==> src/rtl/core/ffra_pkg.sv <==
// Shared types and constants of the first-fit range allocator.
package ffra_pkg;

   localparam int SEG_DEPTH = 64;
   localparam int IDX_W     = $clog2(SEG_DEPTH);
   localparam int CNT_W     = IDX_W + 1;
   localparam int ADDR_W    = 32;
   localparam int SIZE_W    = ADDR_W + 1;
   localparam int WIDE_W    = ADDR_W + 2;

   localparam logic [SIZE_W-1:0] POOL_MAX = SIZE_W'(1) << ADDR_W;

   localparam logic OP_ALLOC = 1'b0;
   localparam logic OP_FREE  = 1'b1;

   localparam logic [1:0] CSR_POOL  = 2'd0;
   localparam logic [1:0] CSR_ALIGN = 2'd1;

   localparam logic [1:0] ST_OK      = 2'd0;
   localparam logic [1:0] ST_NOFIT   = 2'd1;
   localparam logic [1:0] ST_INVALID = 2'd2;
   localparam logic [1:0] ST_FULL    = 2'd3;

   typedef struct packed {
      logic [ADDR_W-1:0] start;
      logic [SIZE_W-1:0] len;
   } seg_type;

   typedef struct packed {
      logic             we;
      logic [IDX_W-1:0] waddr;
      seg_type          wdata;
      logic [IDX_W-1:0] raddr;
   } tbl_req_type;

   typedef struct packed {
      logic              init;
      logic [SIZE_W-1:0] pool;
      logic [4:0]        align_log2;
   } cfg_type;

endpackage

==> src/rtl/core/ffra_seg_table.sv <==
// Segment table memory: one write port, one registered read port.
module ffra_seg_table (
   input  logic                  clock,
   input  ffra_pkg::tbl_req_type tbl_req,
   output ffra_pkg::seg_type     rd_data
);

   ffra_pkg::seg_type mem [ffra_pkg::SEG_DEPTH];
   ffra_pkg::seg_type rd_data_ff;

   // Write one entry, read one entry
   always_ff @(posedge clock) begin
      if (tbl_req.we) begin
         mem[tbl_req.waddr] <= tbl_req.wdata;
      end
      rd_data_ff <= mem[tbl_req.raddr];
   end

   assign rd_data = rd_data_ff;

endmodule

==> config.mk <==
export PLATFORM = sky130hd
export DESIGN_NAME = ffra_seg_table
export DESIGN_NICKNAME = d
export VERILOG_FILES = /design/src/rtl/core/ffra_pkg.sv /design/src/rtl/core/ffra_seg_table.sv
export SDC_FILE = /design/constraint.sdc
export NUM_CORES = 2
export LEC_CHECK = 0
export BUFFER_PORTS_ARGS = -buffer_cell sky130_fd_sc_hd__clkbuf_2
export CORE_MARGIN = 3
export CORE_UTILIZATION = 35
export CTS_CLUSTER_SIZE = 40
export DETAILED_ROUTE_END_ITERATION = 10
export GPL_ROUTABILITY_DRIVEN = 0
export PLACE_DENSITY_LB_ADDON = 0.05
export SYNTH_ARGS = -nofsm -noshare
export SYNTH_HDL_FRONTEND = slang
export SYNTH_MEMORY_MAX_BITS = 65536
export SYNTH_SLANG_ARGS = --single-unit
==> constraint.sdc <==
create_clock -name clock -period 5.3 [get_ports clock]
set_input_delay 0.265 -clock clock [delete_from_list [all_inputs] [get_ports clock]]
set_output_delay 0.265 -clock clock [all_outputs]
set_load 0.02 [all_outputs]
Yosys cells after proc, flatten, opt, wreduce, memory -nomap -nowiden
Memory sizes are Yosys's and may differ from the RTL's. A register that Yosys moved wholly into a read port is not among the register bits.
Index checks and enable logic that the tools add are counted.
- RAM bits: 4160
- output and inout bits: 65
- flip-flop bits (word level): 0
- memories kept: 1
- memory list (name ; depth ; width ; read ports ; clocked after Yosys merged registers in ; write ports ; line ; source):
    mem ; 64 ; 65 ; 1 ; 1 ; 1 ; ffra_seg_table.sv:8 ; ffra_pkg::seg_type mem [ffra_pkg::SEG_DEPTH];
- multiplexer cells: 2
- operators by type and width (cell ; number):
    $mux 1 ; 2

Longest topological paths before layout
- depth in word-level cells: 2
- mapped depth: 9
- depth with buffers taken out: 4

Worst setup path after synthesis
OpenSTA, ideal clock, no wires.
- path type: input port to flip-flop
- start point: input port tbl_req[74] (netlist bit)
- end point: memory mem[48][0] (netlist bit) (enable)
- arrival time: 5204 ps
- slack: -471 ps
- buffers on the path: 1
- stages: 4
- cell sequence: clkbuf_1 > nor2b_1 > nand4b_1 > nor3_1
- RTL lines (what ; line ; source):
    start, declared ; ffra_seg_table.sv:4 ; input ffra_pkg::tbl_req_type tbl_req,
    end, declared ; ffra_seg_table.sv:8 ;
No word-level cell before the write port.

==> results.txt <==
- Once layout is done, the placed cells without fillers occupy 184000 sq um.
* Critical Path Source Type: input pin
- Number of synthesized flops with an enable pin: roughly 4200
* Achievable clock frequency: 387 MHz
* #FFs+latches synth: roughly 4200
- Die W: 679 um
* Path type of the worst setup path: input pin to register
- Worst Path Required: just over 6 ns
- In the global route stage, overall resource usage came out at 0.234.
* Worst Path Max Fanout: 59
- Summed over all instances, the cell type with the most area after synthesis is edfxtp_1.
- Dominant register cell in the synthesized netlist: edfxtp_1
* TritonRoute pass-1 iters: 6
- Pin count of the biggest net entering global routing: between 100 and 150
- The tightest min-delay check is of the input pin to register type.
- The number of nets in the synthesized netlist is 6685.
* Relative slew slack: 0.131
- Clock root cell: clkbuf_16
- Sum of internal, switching and leakage power: ~72 mW
* Setup tns final: 0 ns
- For the worst setup path, the data arrival time is 3.51 ns.
* TritonCTS clock tree: built
* Finish-stage setup viols: 0
- Number of nets in the layout: 7289
- The tool flagged a number of max-cap violations equal to 0.
- Cell types with the highest counts after synthesis: edfxtp_1 (4160), mux4_2 (1040), a22oi_1 (260), buf_2 (186), o22ai_1 (130)
* Via count of the first global-routing pass: 79400
* Post-layout instance count excluding filler cells: 13600
- Counting tap cells, the placed design contains a total of 12600 instances.
- HPWL after DPL: 293 mm
- Number of fill cells in the layout: 39200
* Critical R2R Launch: mem[37][8]
- For this run, the register share of the synthesized area comes to 0.797.
- In the post-synthesis netlist, the biggest area contributors are edfxtp_1 (79%), mux4_2 (15%), a22oi_1 (1.2%).
- Clock tree synthesis found a total of 4225 sinks.
- During placement, the flow inserted port buffers numbering 143.
- Leakage dissipation: 57.0 nW
* Final min period: 2.58 ns
* Peak VDD IR: 0.295 mV
- Period Utilization, post-route: 0.487
* Crit. End Element: register
- Die ar.: 460000 sq um
- Slew Viols, Final: 0
* Count leader, synth: edfxtp_1
* Top-level I/O count: 144
* Post-CTS sizing: 0
- The flow ran to the end, and the final reports show no timing, DRC or antenna violations.
- Count of distinct cell types in the synthesized netlist: 27
- Average footprint of a synthesized cell: 24.0 sq um
* Maximum level of the CTS H-tree: 5
* Routed vias: 77100
- The clock reaches the later pin of the worst-skew pair after about 0.99 ns.
- Of all flip-flops after synthesis, the portion carrying an async set or reset was 0.
- Remaining DRCs: 0
* Proportion of layout cells with a drive suffix above 1: 0.294
- The floorplan step set the die height to 679 um.
* Number of rows created at floorplan: 246
- Summing all placed instances gives a cell area of 169000 sq um.
- The area growth from synthesis to layout is 16.4%.
* Clock-pin slew on the worst setup and hold paths: 0.06 ns
* Final count of hold timing violations: 0
- Number of design-rule violations left by the first detailed-router iteration: roughly 8600
* Slew at the pin closest to its max-slew limit: 1.30 ns
- Floorplan Core Area: around 450000 sq um
* Ratio of total power to cell area: approximately 390 nW/um^2
- The initial antenna violation count is 50.
- No sink is reached through more buffers than the 4 on the longest clock path.
- HP Start: tbl_req[73]
- Global-route wire length before repair: ~730 mm
- Once detail routing completed, the nets flagged for antenna violations numbered 0.
* Aggregate global routing overflow: 0
- Total number of yosys warnings: 0
* Initial core utilization: 0.352
- Synthesis produced 6606 cells.
- Routed Wire Length: about 540 mm
* Number of clock buffers inserted by TritonCTS: 469
* Netlist Area Pre-Place: 158000 sq um
- Fraction of synthesized cell area taken by the top area cell type: 0.789
* Avg Vias per Cell: 5.68
- In the final routed layout, each cell accounts on average for 40.0 um.
- Layout Skew: 0.0608 ns
* Tightest hold margin: about 0.16 ns
- Unrepaired setup endpoints after global routing: false
- Tracing the worst setup path back leads to its startpoint at tbl_req[0].
==> what timing repair did <==
action / in CTS / in global routing
hold buffers: 41 / 1
buffers inserted: 0 / 0
hold endpoints to repair: 2569 / 64
==> final cells by class <==
type | count | area (sq um) | area share
Antenna cell | 8 | 20.0 | 0.000109
Tap cell | 5952 | 7450 | 0.0404
Multi-Input combinational cell | 2004 | 30800 | 0.167
Clock inverter | 241 | 2140 | 0.0116
Clock buffer | 627 | 12700 | 0.0691
Timing Repair Buffer | 510 | 4950 | 0.0269
Sequential cell | 4225 | 126000 | 0.685
==> layout by cell type, fill, tap and decap left out, types with 4 or more instances in the layout <==
| cell | n |
|---|---|
| o22ai_1 | 130 |
| clkbuf_16 | 476 |
| o221ai_1 | 46 |
| clkinv_2 | 75 |
| a211oi_1 | 65 |
| clkinv_1 | 104 |
| or3b_2 | 4 |
| nand3_1 | 114 |
| buf_4 | 219 |
| nor2b_4 | 5 |
| clkinv_16 | 7 |
| clkbuf_1 | 125 |
| nor2_4 | 64 |
| bufinv_16 | 30 |
| o211a_1 | 65 |
| a22oi_1 | 260 |
| clkbuf_8 | 26 |
| dfxtp_1 | 65 |
| dlygate4sd3_1 | 42 |
| mux4_2 | 1040 |
| clkbuf_2 | 137 |
| mux2i_1 | 103 |
| nand2b_2 | 4 |
| nand2_1 | 5 |
| nand3b_1 | 25 |
| edfxtp_1 | 4160 |
| inv_6 | 10 |
| nor2b_1 | 4 |
| buf_12 | 108 |
| diode_2 | 8 |
| clkinvlp_4 | 6 |
| nor2_1 | 48 |
==> cells by family after synthesis <==
family,share of synthesized area
buffers and inverters,0.0120
DFF,0.797
muxes,0.154
AOI/OAI and AO/OA,0.0272
and+or+nand+nor,0.00911
==> through the flow <==
| step | worst slack [ns] | util |
|---|---|---|
| final | 2.72 | 0.410 |
| after global routing | 2.61 | 0.410 |
| after CTS | 2.69 | 0.410 |
| after detailed placement | 1.62 | 0.376 |
| after global placement | 1.57 | 0.376 |
| after floorplan | 0.961 | - |
==> power breakdown <==
part	leakage, nW	internal, mW	switching [mW]	total, mW
registers	38.0	37.0	0.191	37.2
clock network	7.27	18.3	13.5	31.7
logic	11.8	1.21	2.31	3.53
total	57.0	56.5	16.0	72.5
==> routing by layer <==
| layer | track usage | routed length (um) |
|---|---|---|
| met1 | 0.333 | 239000 |
| met2 | 0.390 | 266000 |
| met4 | 0.0486 | 12200 |
| met3 | 0.0260 | 25900 |
| met5 | 0 | 13 |
==> critical path: stages <==
cell	delay, ns
buf_12	0.54
buf_12	0.43
buf_12	0.29
mux4_2	0.36
o22ai_1	0.20
a211oi_1	0.97
o211a_1	0.22
==> worst paths after layout <==
check / cells after the start / endpoint / slack, ns
hold / removal: 3 / mem[49][58] / 0.16
hold reg to reg: 4 / rd_data[64] / 0.80
setup / recovery: 7 / rd_data[8] / 2.72
setup reg to reg: 4 / rd_data[8] / 3.16
==> flip-flops by register name (all words and copies together), names as in the netlist <==
register  count
mem        4160
rd_data      65
Note: power is estimated with default switching activity, not from simulation.
